File: config.mk
export PLATFORM = sky130hd
export DESIGN_NAME = string_literal_unescape_top
export DESIGN_NICKNAME = d
export VERILOG_FILES = /design/src/rtl/slu_pkg.sv /design/src/rtl/slu_front.sv /design/src/rtl/slu_fifo.sv /design/src/rtl/slu_back.sv /design/src/rtl/string_literal_unescape_top.sv
export SDC_FILE = /design/constraint.sdc
export NUM_CORES = 1
export LEC_CHECK = 0
export ABC_AREA = 1
export BUFFER_PORTS_ARGS = -buffer_cell sky130_fd_sc_hd__buf_2
export CORE_ASPECT_RATIO = 0.7
export CORE_MARGIN = 3
export CORE_UTILIZATION = 45
export DETAILED_ROUTE_END_ITERATION = 8
export HOLD_SLACK_MARGIN = 0.06
export PLACE_DENSITY = 0.58
export SYNTH_ARGS = -nofsm -noshare
export SYNTH_HDL_FRONTEND = slang
export SYNTH_SLANG_ARGS = --single-unit
File: constraint.sdc
create_clock -name aclk -period 7.7 [get_ports aclk]
set_input_delay 1.54 -clock aclk [delete_from_list [all_inputs] [get_ports aclk]]
set_output_delay 1.54 -clock aclk [all_outputs]
set_load 0.03 [all_outputs]
File: src/rtl/slu_pkg.sv
// ----------------------------------------------------------------------------
// slu_pkg
// Types, character codes and digit decoders for the string literal unescaper.
// ----------------------------------------------------------------------------
package slu_pkg;

    typedef enum logic [1:0] {
        MODE_NONE   = 2'd0,
        MODE_BSLASH = 2'd1,
        MODE_HEX    = 2'd2,
        MODE_OCT    = 2'd3
    } esc_mode_t;

    typedef struct packed {
        logic [7:0] char_in;
        logic       token_end;
    } in_item_t;

    typedef struct packed {
        logic [7:0] byte_out;
        logic       is_last;
    } out_item_t;

    localparam int unsigned MaxBeats = 3;
    localparam int unsigned ByteW    = 8;
    localparam int unsigned AccW     = 12;

    // Bytes caused by one character, queued between front and back.
    typedef struct packed {
        logic [MaxBeats-1:0][ByteW-1:0] bytes;
        logic [1:0]                     count;  // 1..3
        logic                           term;   // final byte is the terminator
    } bundle_t;

    localparam logic [7:0] CH_QUOTE  = 8'h22;
    localparam logic [7:0] CH_BSLASH = 8'h5C;
    localparam logic [7:0] CH_N      = 8'h6E;
    localparam logic [7:0] CH_R      = 8'h72;
    localparam logic [7:0] CH_T      = 8'h74;
    localparam logic [7:0] CH_B      = 8'h62;
    localparam logic [7:0] CH_X_LO   = 8'h78;
    localparam logic [7:0] CH_X_UP   = 8'h58;
    localparam logic [7:0] CH_ZERO   = 8'h30;
    localparam logic [7:0] CH_LF     = 8'h0A;
    localparam logic [7:0] CH_CR     = 8'h0D;
    localparam logic [7:0] CH_TAB    = 8'h09;
    localparam logic [7:0] CH_BS     = 8'h08;

    // {valid, value}
    function automatic logic [4:0] hex_digit(input logic [7:0] c);
        logic [4:0] r;
        r = 5'd0;
        if (c >= 8'h30 && c <= 8'h39)
            r = {1'b1, 4'(c - 8'h30)};
        else if (c >= 8'h61 && c <= 8'h66)
            r = {1'b1, 4'(c - 8'h57)};
        else if (c >= 8'h41 && c <= 8'h46)
            r = {1'b1, 4'(c - 8'h37)};
        return r;
    endfunction

    function automatic logic [4:0] oct_digit(input logic [7:0] c);
        logic [4:0] r;
        r = 5'd0;
        if (c >= 8'h30 && c <= 8'h37)
            r = {2'b10, 3'(c - 8'h30)};
        return r;
    endfunction

endpackage

File: src/rtl/slu_front.sv
// ----------------------------------------------------------------------------
// slu_front
// Decodes one character per cycle unless q_full; emits its bytes as a bundle.
// ----------------------------------------------------------------------------
module slu_front import slu_pkg::*; #(
    parameter int unsigned MAX_ESCAPE_DIGITS = 3
) (
    input  logic     aclk,
    input  logic     aresetn,
    input  logic     s_valid,
    output logic     s_ready,
    input  in_item_t s_data,
    input  logic     q_full,
    output logic     q_push,
    output bundle_t  q_data
);

    localparam int unsigned CntW = $clog2(MAX_ESCAPE_DIGITS + 1);

    logic            first_reg, first_next;
    logic            inq_reg, inq_next;
    esc_mode_t       mode_reg, mode_next;
    logic [CntW-1:0] cnt_reg, cnt_next;
    logic [AccW-1:0] acc_reg, acc_next;

    logic            accept;
    logic [7:0]      c;
    logic            num_mode, plain_path, esc_path;
    logic [4:0]      dig;
    logic [AccW-1:0] grow;
    logic [CntW-1:0] cnt_inc;
    logic            num_full, dig_ok, esc_opens_num;

    assign s_ready = !q_full;
    assign accept  = s_valid && s_ready;
    assign c       = s_data.char_in;

    // Character classification against the current escape state
    always_comb begin
        num_mode      = !first_reg && (mode_reg == MODE_HEX || mode_reg == MODE_OCT);
        dig           = (mode_reg == MODE_HEX) ? hex_digit(c) : oct_digit(c);
        dig_ok        = dig[4];
        grow          = (mode_reg == MODE_HEX) ? {acc_reg[AccW-5:0], dig[3:0]}
                                               : {acc_reg[AccW-4:0], dig[2:0]};
        cnt_inc       = cnt_reg + 1'b1;
        num_full      = cnt_inc >= CntW'(MAX_ESCAPE_DIGITS);
        esc_path      = !first_reg && mode_reg == MODE_BSLASH;
        plain_path    = !first_reg && (mode_reg == MODE_NONE || (num_mode && !dig_ok));
        esc_opens_num = esc_path && (c == CH_X_LO || c == CH_X_UP || c == CH_ZERO);
    end

    // Next state
    always_comb begin
        first_next = 1'b0;
        inq_next   = inq_reg;
        mode_next  = mode_reg;
        cnt_next   = cnt_reg;
        acc_next   = acc_reg;
        if (num_mode && dig_ok) begin
            acc_next = grow;
            cnt_next = num_full ? '0 : cnt_inc;
            if (num_full)
                mode_next = MODE_NONE;
        end
        if (num_mode && !dig_ok) begin
            mode_next = MODE_NONE;
            cnt_next  = '0;
        end
        if (plain_path) begin
            if (c == CH_QUOTE)
                inq_next = !inq_reg;
            else if (inq_reg && c == CH_BSLASH)
                mode_next = MODE_BSLASH;
        end
        if (esc_path) begin
            unique case (c)
                CH_X_LO, CH_X_UP: begin
                    mode_next = MODE_HEX;
                    cnt_next  = '0;
                    acc_next  = '0;
                end
                CH_ZERO: begin
                    mode_next = MODE_OCT;
                    cnt_next  = '0;
                    acc_next  = '0;
                end
                default: mode_next = MODE_NONE;
            endcase
        end
        if (s_data.token_end) begin
            first_next = 1'b1;
            inq_next   = 1'b1;
            mode_next  = MODE_NONE;
            cnt_next   = '0;
            acc_next   = '0;
        end
    end

    // Emitted bytes
    always_comb begin
        logic [1:0] n;
        n       = 2'd0;
        q_data  = '0;
        if (num_mode && dig_ok && num_full) begin
            q_data.bytes[n] = grow[7:0];
            n = n + 1'b1;
        end
        if (num_mode && !dig_ok) begin
            q_data.bytes[n] = acc_reg[7:0];
            n = n + 1'b1;
        end
        if (plain_path && inq_reg && c != CH_QUOTE && c != CH_BSLASH) begin
            q_data.bytes[n] = c;
            n = n + 1'b1;
        end
        if (esc_path && !esc_opens_num) begin
            unique case (c)
                CH_BSLASH: q_data.bytes[n] = CH_BSLASH;
                CH_N:      q_data.bytes[n] = CH_LF;
                CH_R:      q_data.bytes[n] = CH_CR;
                CH_T:      q_data.bytes[n] = CH_TAB;
                CH_B:      q_data.bytes[n] = CH_BS;
                default:   q_data.bytes[n] = c;
            endcase
            n = n + 1'b1;
        end
        if (s_data.token_end) begin
            // number still open or just opened at the end of the token is flushed
            if (num_mode && dig_ok && !num_full) begin
                q_data.bytes[n] = grow[7:0];
                n = n + 1'b1;
            end else if (esc_opens_num) begin
                q_data.bytes[n] = 8'h00;
                n = n + 1'b1;
            end
            q_data.bytes[n] = 8'h00;
            n = n + 1'b1;
            q_data.term = 1'b1;
        end
        q_data.count = n;
        q_push       = accept && n != 2'd0;
    end

    always_ff @(posedge aclk) begin
        if (!aresetn) begin
            first_reg <= 1'b1;
            inq_reg   <= 1'b1;
            mode_reg  <= MODE_NONE;
            cnt_reg   <= '0;
            acc_reg   <= '0;
        end else if (accept) begin
            first_reg <= first_next;
            inq_reg   <= inq_next;
            mode_reg  <= mode_next;
            cnt_reg   <= cnt_next;
            acc_reg   <= acc_next;
        end
    end

endmodule

File: src/rtl/slu_fifo.sv
// ----------------------------------------------------------------------------
// slu_fifo
// Short register queue of byte bundles between the decoder and the emitter.
// ----------------------------------------------------------------------------
module slu_fifo import slu_pkg::*; #(
    parameter int unsigned DEPTH = 4
) (
    input  logic    aclk,
    input  logic    aresetn,
    input  logic    push,
    input  bundle_t push_data,
    output logic    full,
    input  logic    pop,
    output logic    head_valid,
    output bundle_t head_data
);

    localparam int unsigned AW = (DEPTH > 1) ? $clog2(DEPTH) : 1;
    localparam int unsigned CW = $clog2(DEPTH + 1);

    bundle_t         mem_reg [DEPTH];
    logic [AW-1:0]   wr_reg, wr_next;
    logic [AW-1:0]   rd_reg, rd_next;
    logic [CW-1:0]   cnt_reg, cnt_next;
    logic            do_push, do_pop;

    assign full       = cnt_reg == CW'(DEPTH);
    assign head_valid = cnt_reg != '0;
    assign head_data  = mem_reg[rd_reg];
    assign do_push    = push && !full;
    assign do_pop     = pop && head_valid;

    always_comb begin
        wr_next  = do_push ? ((wr_reg == AW'(DEPTH - 1)) ? '0 : wr_reg + 1'b1) : wr_reg;
        rd_next  = do_pop  ? ((rd_reg == AW'(DEPTH - 1)) ? '0 : rd_reg + 1'b1) : rd_reg;
        cnt_next = cnt_reg + CW'(do_push) - CW'(do_pop);
    end

    always_ff @(posedge aclk) begin
        if (!aresetn) begin
            wr_reg  <= '0;
            rd_reg  <= '0;
            cnt_reg <= '0;
        end else begin
            wr_reg  <= wr_next;
            rd_reg  <= rd_next;
            cnt_reg <= cnt_next;
        end
    end

    always_ff @(posedge aclk) begin
        if (do_push)
            mem_reg[wr_reg] <= push_data;
    end

endmodule

File: src/rtl/slu_back.sv
// ----------------------------------------------------------------------------
// slu_back
// Unpacks queued bundles into one registered beat per cycle unless stalled.
// ----------------------------------------------------------------------------
module slu_back import slu_pkg::*; (
    input  logic      aclk,
    input  logic      aresetn,
    input  logic      head_valid,
    input  bundle_t   head_data,
    output logic      pop,
    output logic      m_valid,
    input  logic      m_ready,
    output out_item_t m_data
);

    logic       m_valid_reg, m_valid_next;
    out_item_t  m_data_reg, m_data_next;
    logic [1:0] idx_reg, idx_next;
    logic       take, at_tail;

    always_comb begin
        take         = head_valid && (!m_valid_reg || m_ready);
        at_tail      = idx_reg == head_data.count - 2'd1;
        pop          = take && at_tail;
        idx_next     = take ? (at_tail ? 2'd0 : idx_reg + 2'd1) : idx_reg;
        m_valid_next = take ? 1'b1 : (m_valid_reg && !m_ready);
        m_data_next.byte_out = head_data.bytes[idx_reg];
        m_data_next.is_last  = head_data.term && at_tail;
    end

    always_ff @(posedge aclk) begin
        if (!aresetn) begin
            m_valid_reg <= 1'b0;
            idx_reg     <= 2'd0;
        end else begin
            m_valid_reg <= m_valid_next;
            idx_reg     <= idx_next;
        end
    end

    always_ff @(posedge aclk) begin
        if (take)
            m_data_reg <= m_data_next;
    end

    assign m_valid = m_valid_reg;
    assign m_data  = m_data_reg;

endmodule

File: src/rtl/string_literal_unescape_top.sv
// ----------------------------------------------------------------------------
// string_literal_unescape_top
// C string literal escape decoder: quoted token characters in, bytes out.
// ----------------------------------------------------------------------------
// Takes one character per cycle while the queue has room. The decoder
// classifies each character combinationally and queues the 1 to 3 bytes it
// causes, if any, as one entry of a FIFO_DEPTH-entry queue; the emitter
// sends one byte per cycle from a registered output while m_ready is high.
// Sustained rate is one character per cycle while the output is not stalled
// and each character yields at most one byte; the input stalls only once
// the queue fills. Bytes pass through the queue register, then the output
// register. The zero terminator carries is_last; the decoder is back in its
// reset state for the next token right after a token's final character.
module string_literal_unescape_top import slu_pkg::*; #(
    parameter int unsigned MAX_ESCAPE_DIGITS = 3,
    parameter int unsigned FIFO_DEPTH        = 4
) (
    input  logic      aclk,
    input  logic      aresetn,
    input  logic      s_valid,
    output logic      s_ready,
    input  in_item_t  s_data,
    output logic      m_valid,
    input  logic      m_ready,
    output out_item_t m_data
);

    logic    q_full, q_push, q_pop, q_head_valid;
    bundle_t q_in, q_head;

    slu_front #(
        .MAX_ESCAPE_DIGITS(MAX_ESCAPE_DIGITS)
    ) u_front (
        .aclk    (aclk),
        .aresetn (aresetn),
        .s_valid (s_valid),
        .s_ready (s_ready),
        .s_data  (s_data),
        .q_full  (q_full),
        .q_push  (q_push),
        .q_data  (q_in)
    );

    slu_fifo #(
        .DEPTH(FIFO_DEPTH)
    ) u_fifo (
        .aclk       (aclk),
        .aresetn    (aresetn),
        .push       (q_push),
        .push_data  (q_in),
        .full       (q_full),
        .pop        (q_pop),
        .head_valid (q_head_valid),
        .head_data  (q_head)
    );

    slu_back u_back (
        .aclk       (aclk),
        .aresetn    (aresetn),
        .head_valid (q_head_valid),
        .head_data  (q_head),
        .pop        (q_pop),
        .m_valid    (m_valid),
        .m_ready    (m_ready),
        .m_data     (m_data)
    );

endmodule

==> metrics.md, run 1 <==
| Metric | Value |
|---|---|
| Layout cell share with drive strength beyond 1 | `12.07%` |
| Hold EP | `u_front.acc_reg[7]` |
| Nets | `932` |
| Finished Cell Area | `8726 um2` |
| Min-delay src | `u_front.acc_reg[7]` |
| Ys async rst share | `0%` |
| Max Root-Sink Buffers | `2` |
| Crit end category | `register` |
| Reg2reg start | `u_front.mode_reg[1]` |
| CTS tree | `yes` |
| Routed Antenna Nets | `0` |
| Relative slew slack | `30.82%` |
| Critical path's most frequent cell | `inv_1` |
| Post-synth top flop | `edfxtp_1` |
| Most common cell after layout, fill and taps aside | `nand2_1` |
| Reg-to-Reg End | `u_fifo.mem_reg[2][6]` |
| Placement Setup Slack | `1.044 ns` |
| Vias in the first global route | `6235` |
| Core area | `16640 um2` |
| Simple-Gate Fraction of Synth Area | `21.14%` |
| CTS HTree Levels | `4` |
| Top cell type's share of synthesized area | `45.06%` |
| Final worst setup slack | `1.377 ns` |
| DRT Pass-1 Iters | `5` |
| Final setup skew | `0.01561 ns` |
| Max reg flops | `108` |
| Worst setup SP type | `input port` |
| Pleak | `3.328 nW` |
| WL final | `23030 um` |
| DR vias/cell | `5.903` |
| Drt wl/cell | `20.27 um` |
| Max FO, Critical Path | `17` |
| Yosys warning total | `0` |
| Total Routing Usage GR | `25.13%` |
| Mux share of post-synthesis cell area | `0%` |
| Fmax | `158.1 MHz` |
| Die footprint | `18970 um2` |
| Main combinational cell family by area after synthesis | `simple AND/OR/NAND/NOR gates` |
| Syn Inst Count | `876` |
| R2R depth | `23` |
| Clk sinks | `143` |
| Synthesized area | `7796 um2` |
| Unrepaired setup endpoints after global routing | `false` |
| Post-CTS Repair Setup Buffers | `0` |
| WHS | `0.4656 ns` |
| Chip width | `163.3 um` |
| Comb pwr share | `27.7%` |
| Area Overhead vs Synth | `11.92%` |
| CTS buffer count | `17` |
| FILL cells | `1526` |
| Largest net degree at the start of global routing | `56` |
| Crit path time final | `6.323 ns` |
| I/O Buffers | `23` |
| DRC | `0` |
| Distinct cells, synth | `48` |
| Row count | `39` |
| First-pass GRT wire length | `35840 um` |
| Hold Vio Cnt, Final | `0` |
| WP data arrival | `6.47 ns` |
| Setup TNS | `0 ns` |
| Worst path slowest cell | `a21oi_1` |
| DP HPWL | `16200 um` |
| Initial antenna violation count | `0` |
| Switch share | `34.53%` |
| Dominant cells by area after synthesis | `edfxtp_1 45%, nand2_1 7.4%, o21ai_0 6.9%, dfxtp_1 6.7%, nor2_1 4.9%` |
| Register area share after synthesis | `51.74%` |
| Placer Congestion | `1.010` |
| Worst path required time | `7.85 ns` |
| CTS clk-pin slew, worst paths | `0.06 ns` |
| Synth area leader | `edfxtp_1` |
| Adder-cell share of the synthesized area | `3.467%` |
| Critical path class | `in2reg` |
| Post-synthesis xor/xnor area fraction | `0.5617%` |
| Post-Place Cells | `1104` |
| R2R Setup Slk | `2.59 ns` |
| # resized after CTS | `0` |
| Most frequent cells in the layout | `154 x nand2_1, 117 x edfxtp_1, 108 x o21ai_0` |
| Max-cap violation count | `0` |
| Via count | `6706` |
| Power per standard cell area | `285.0 nW/um2` |
| Final std cells w/o fill | `1136` |
| Outcome | `completed` |
| Period Utilization, post-route | `82.12%` |
| Worst-margin pin slew | `1.034 ns` |
| Worst Hold Class | `reg2reg` |
| Starting Density | `46.85%` |
| Post-synthesis compound-gate area fraction | `16.80%` |
| Ports | `24` |
| Slew Limit Fails | `0` |
| CP max stage delay | `0.43 ns` |
| Gr ovfl total | `0` |
| Worst-Skew Late Latency | `0.42 ns` |
| DR iter-0 viols | `1021` |
| Peak supply drop | `206.7 uV` |
| Mean Syn Cell Area | `8.900 um2` |
| Die H | `116.1 um` |
| # setup viols final | `0` |
| Share of power burned in registers | `40.2%` |
| Ant diodes | `0` |
| Int Power | `1.628 mW` |
| Sw power | `0.8588 mW` |
| Syn nets | `910` |
| Post-synth EDFFs | `117` |
| CTS root buf | `clkbuf_16` |
| Cell Area, Placed | `8155 um2` |
| Hold depth | `2` |
| Yosys reg bits | `143` |
| CTS Hold Bufs | `0` |
| Clock power share | `32.1%` |
synth_stat cells, types with 4 or more instances:
library cell	count
xor2_1	4
ha_1	20
a21oi_1	33
o221ai_1	16
o22ai_1	19
a32o_1	5
dfxtp_1	26
inv_2	8
o21ai_0	108
o21ai_1	15
nand2_1	154
edfxtp_1	117
o211ai_1	9
nor2_4	5
nand2_4	4
o31ai_1	4
clkbuf_1	24
nand2_2	14
inv_1	87
nor3_1	8
nor2_1	101
nand3_1	49
critical path: cells and delay by family:
kind                     cells  cell delay (ns)
AND/OR/NAND/NOR             12             1.77
adder cells (fa/ha/maj)      4             1.05
buffers and inverters        6             0.86
AO/OA/AOI/OAI                5             1.21
worst max path at each step:
stage	startpoint	endpoint	slack [ns]	cells after the start
final	s_data[1]	u_fifo.mem_reg[2][6]	1.38	27
after global routing	s_data[1]	u_fifo.cnt_reg[2]	0.98	33
after CTS	s_data[1]	u_fifo.cnt_reg[2]	1.48	33
after detailed placement	s_data[1]	u_fifo.cnt_reg[2]	1.04	33
after global placement	s_data[1]	u_fifo.cnt_reg[2]	1.33	33
after floorplan	s_data[1]	u_fifo.mem_reg[0][0]	1.36	26
power groups by stage:
stage          clock network (mW)  logic [mW]  registers, mW
2_1_floorplan                   0       0.432           1.05
3_3_place_gp                    0       0.671           1.01
3_5_place_dp                    0       0.683           1.01
4_1_cts                     0.814       0.688          0.999
5_1_grt                     0.851       0.768           1.01
6_report                    0.799       0.688           1.00
kinds of logic (layout without fill, tap and decap cells):
family | after synthesis | in the layout
simple gates | 355 | 355
compound gates | 224 | 224
flops | 143 | 143
buf+inv | 128 | 163
fa+ha+maj | 21 | 21
xor+xnor | 5 | 5
layer usage:
metal / global-route usage, % / up-vias / part of all wire, %
li1: - / 3110 / -
met4: 6.648 / 0 / 1.9
met1: 38.01 / 3238 / 46
met5: 0 / - / 0
met3: 8.579 / 39 / 11
met2: 34.29 / 319 / 41
metrics by stage:
| stage | power (mW) | util, % |
|---|---|---|
| after floorplan | 1.483 | - |
| after global placement | 1.682 | 49.01 |
| after detailed placement | 1.697 | 49.01 |
| after CTS | 2.500 | 52.44 |
| after global routing | 2.627 | 52.44 |
| final | 2.487 | 52.44 |
area by class of cell:
class	instances	area [um2]	share of cell area, %
repair buffers	33	190.2	2.180
well taps	225	281.5	3.226
flip-flops and latches	143	4034	46.23
clock inverters	13	137.6	1.577
inverters	98	367.9	4.216
clock buffers	19	432.9	4.961
multi-input cells	605	3282	37.61
Power figures use the tool's default switching activity.
==> run 2, diff against run 1 <==
==> constraint.sdc (replaced) <==
create_clock -name aclk -period 6.5 [get_ports aclk]
set_input_delay 1.3 -clock aclk [delete_from_list [all_inputs] [get_ports aclk]]
set_output_delay 1.3 -clock aclk [all_outputs]
set_load 0.03 [all_outputs]
==> run 2 against run 1 <==
First-iteration DRC count down 32%. Worst setup slack worse by 0.62 ns. Largest power group unchanged. Global-route usage down 0.35 points. Critical path type unchanged. Critical path depth up 6. Sequential cell count unchanged.
==> metrics.md, run 2 (synthesized netlist as in run 1, its figures left out) <==
| Metric | Value |
|---|---|
| Outcome | `completed` |
| DR iter-0 viols | `697` |
| CTS buffer count | `17` |
| Crit end category | `register` |
| CTS clk-pin slew, worst paths | `0.06 ns` |
| # resized after CTS | `0` |
| Pleak | `3.389 nW` |
| Layout cell share with drive strength beyond 1 | `12.79%` |
| Fmax | `174.1 MHz` |
| CTS tree | `yes` |
| I/O Buffers | `23` |
| Max FO, Critical Path | `8` |
| Worst Hold Class | `reg2reg` |
| Starting Density | `46.85%` |
| Chip width | `163.3 um` |
| Peak supply drop | `197.9 uV` |
| Worst path slowest cell | `ha_1` |
| Initial antenna violation count | `0` |
| CTS HTree Levels | `4` |
| WL final | `22570 um` |
| DR vias/cell | `5.738` |
| R2R depth | `28` |
| Hold depth | `2` |
| Drt wl/cell | `19.80 um` |
| Die H | `116.1 um` |
| WHS | `0.4706 ns` |
| Ant diodes | `0` |
| Vias in the first global route | `6112` |
| Ports | `24` |
| Period Utilization, post-route | `88.38%` |
| Max-cap violation count | `0` |
| Area Overhead vs Synth | `13.50%` |
| Final setup skew | `0.008916 ns` |
| Relative slew slack | `29.54%` |
| Critical path's most frequent cell | `inv_1` |
| DRC | `0` |
| Total Routing Usage GR | `24.77%` |
| Most frequent cells in the layout | `154 x nand2_1, 117 x edfxtp_1, 108 x o21ai_0` |
| DRT Pass-1 Iters | `5` |
| Unrepaired setup endpoints after global routing | `false` |
| DP HPWL | `16040 um` |
| Via count | `6541` |
| # setup viols final | `0` |
| CTS root buf | `clkbuf_16` |
| Max reg flops | `108` |
| Slew Limit Fails | `0` |
| First-pass GRT wire length | `34960 um` |
| Worst setup SP type | `input port` |
| Fin util | `53.18%` |
| Most common cell after layout, fill and taps aside | `nand2_1` |
| Core area | `16640 um2` |
| Crit path time final | `5.745 ns` |
| CTS Hold Bufs | `0` |
| Final worst setup slack | `0.7553 ns` |
| Placement Setup Slack | `0.3715 ns` |
| Placer Congestion | `0.9985` |
| Worst-margin pin slew | `1.053 ns` |
| Setup TNS | `0 ns` |
| Routed Antenna Nets | `0` |
| Critical path class | `in2reg` |
| Gr ovfl total | `0` |
| Largest net degree at the start of global routing | `56` |
| Row count | `39` |
| Max Root-Sink Buffers | `2` |
| Nets | `937` |
| Worst-Skew Late Latency | `0.43 ns` |
| Die footprint | `18970 um2` |
| Post-CTS Repair Setup Buffers | `0` |
| Hold Vio Cnt, Final | `0` |
| Clk sinks | `143` |
| Power per standard cell area | `338.9 nW/um2` |
| WP data arrival | `6.10 ns` |
| Worst path required time | `6.86 ns` |
| CP max stage delay | `0.35 ns` |
run 2: changes by cell type in the layout (fill, tap and decap cells not counted), sizes merged:
cell | previous run | this run
buf | 33 | 38
inv | 97 | 101
clkbuf | 19 | 17
clkinv | 9 | 7
clkinvlp | 3 | 1
bufinv | 2 | 3
run 2: path summary, 6_finish.rpt:
path | startpoint | end | slack [ns]
max | s_data[1] | u_fifo.cnt_reg[2] | 0.76
min reg2reg | u_front.acc_reg[0] | u_front.acc_reg[0] | 0.47
min | u_front.acc_reg[0] | u_front.acc_reg[0] | 0.47
max reg2reg | u_front.mode_reg[1] | u_fifo.cnt_reg[2] | 1.70
run 2: through the flow:
step / total power, mW / std cells / cell area, um2
2_1_floorplan: 1.757 / 876 / 7796
3_3_place_gp: 2.001 / 1109 / 8243
3_5_place_dp: 2.010 / 1109 / 8243
4_1_cts: 3.017 / 1140 / 8848
5_1_grt: 3.173 / 1140 / 8848
6_report: 2.999 / 1140 / 8848
run 2: power by group:
group	leakage, nW	switching [mW]	internal, mW
sequential	1.28	0.0504	1.13
clock	0.298	0.395	0.610
combinational	1.81	0.573	0.242
total	3.39	1.02	1.98
run 2: critical path, delay by kind of cell:
family | cells | cell delay [ns]
AOI/OAI and AO/OA | 4 | 0.53
adders and majority gates | 6 | 1.64
buffers and inverters | 8 | 0.88
and+or+nand+nor | 15 | 1.74
run 2: routing by layer:
layer	global-route usage (%)	up-vias	part of all wire (%)
met5	0	-	0
met4	6.704	0	1.4
met3	7.976	26	10
met2	34.59	247	40
met1	37.04	3152	48
li1	-	3116	-
run 2: area by class of cell:
type                    instances  area, um2
flip-flops and latches        143       4034
clock inverters                14      180.2
clock buffers                  17      425.4
fillers                      1505       7791
repair buffers                 38      277.8
well taps                     225      281.5
inverters                      98      367.9
multi-input cells             605       3282
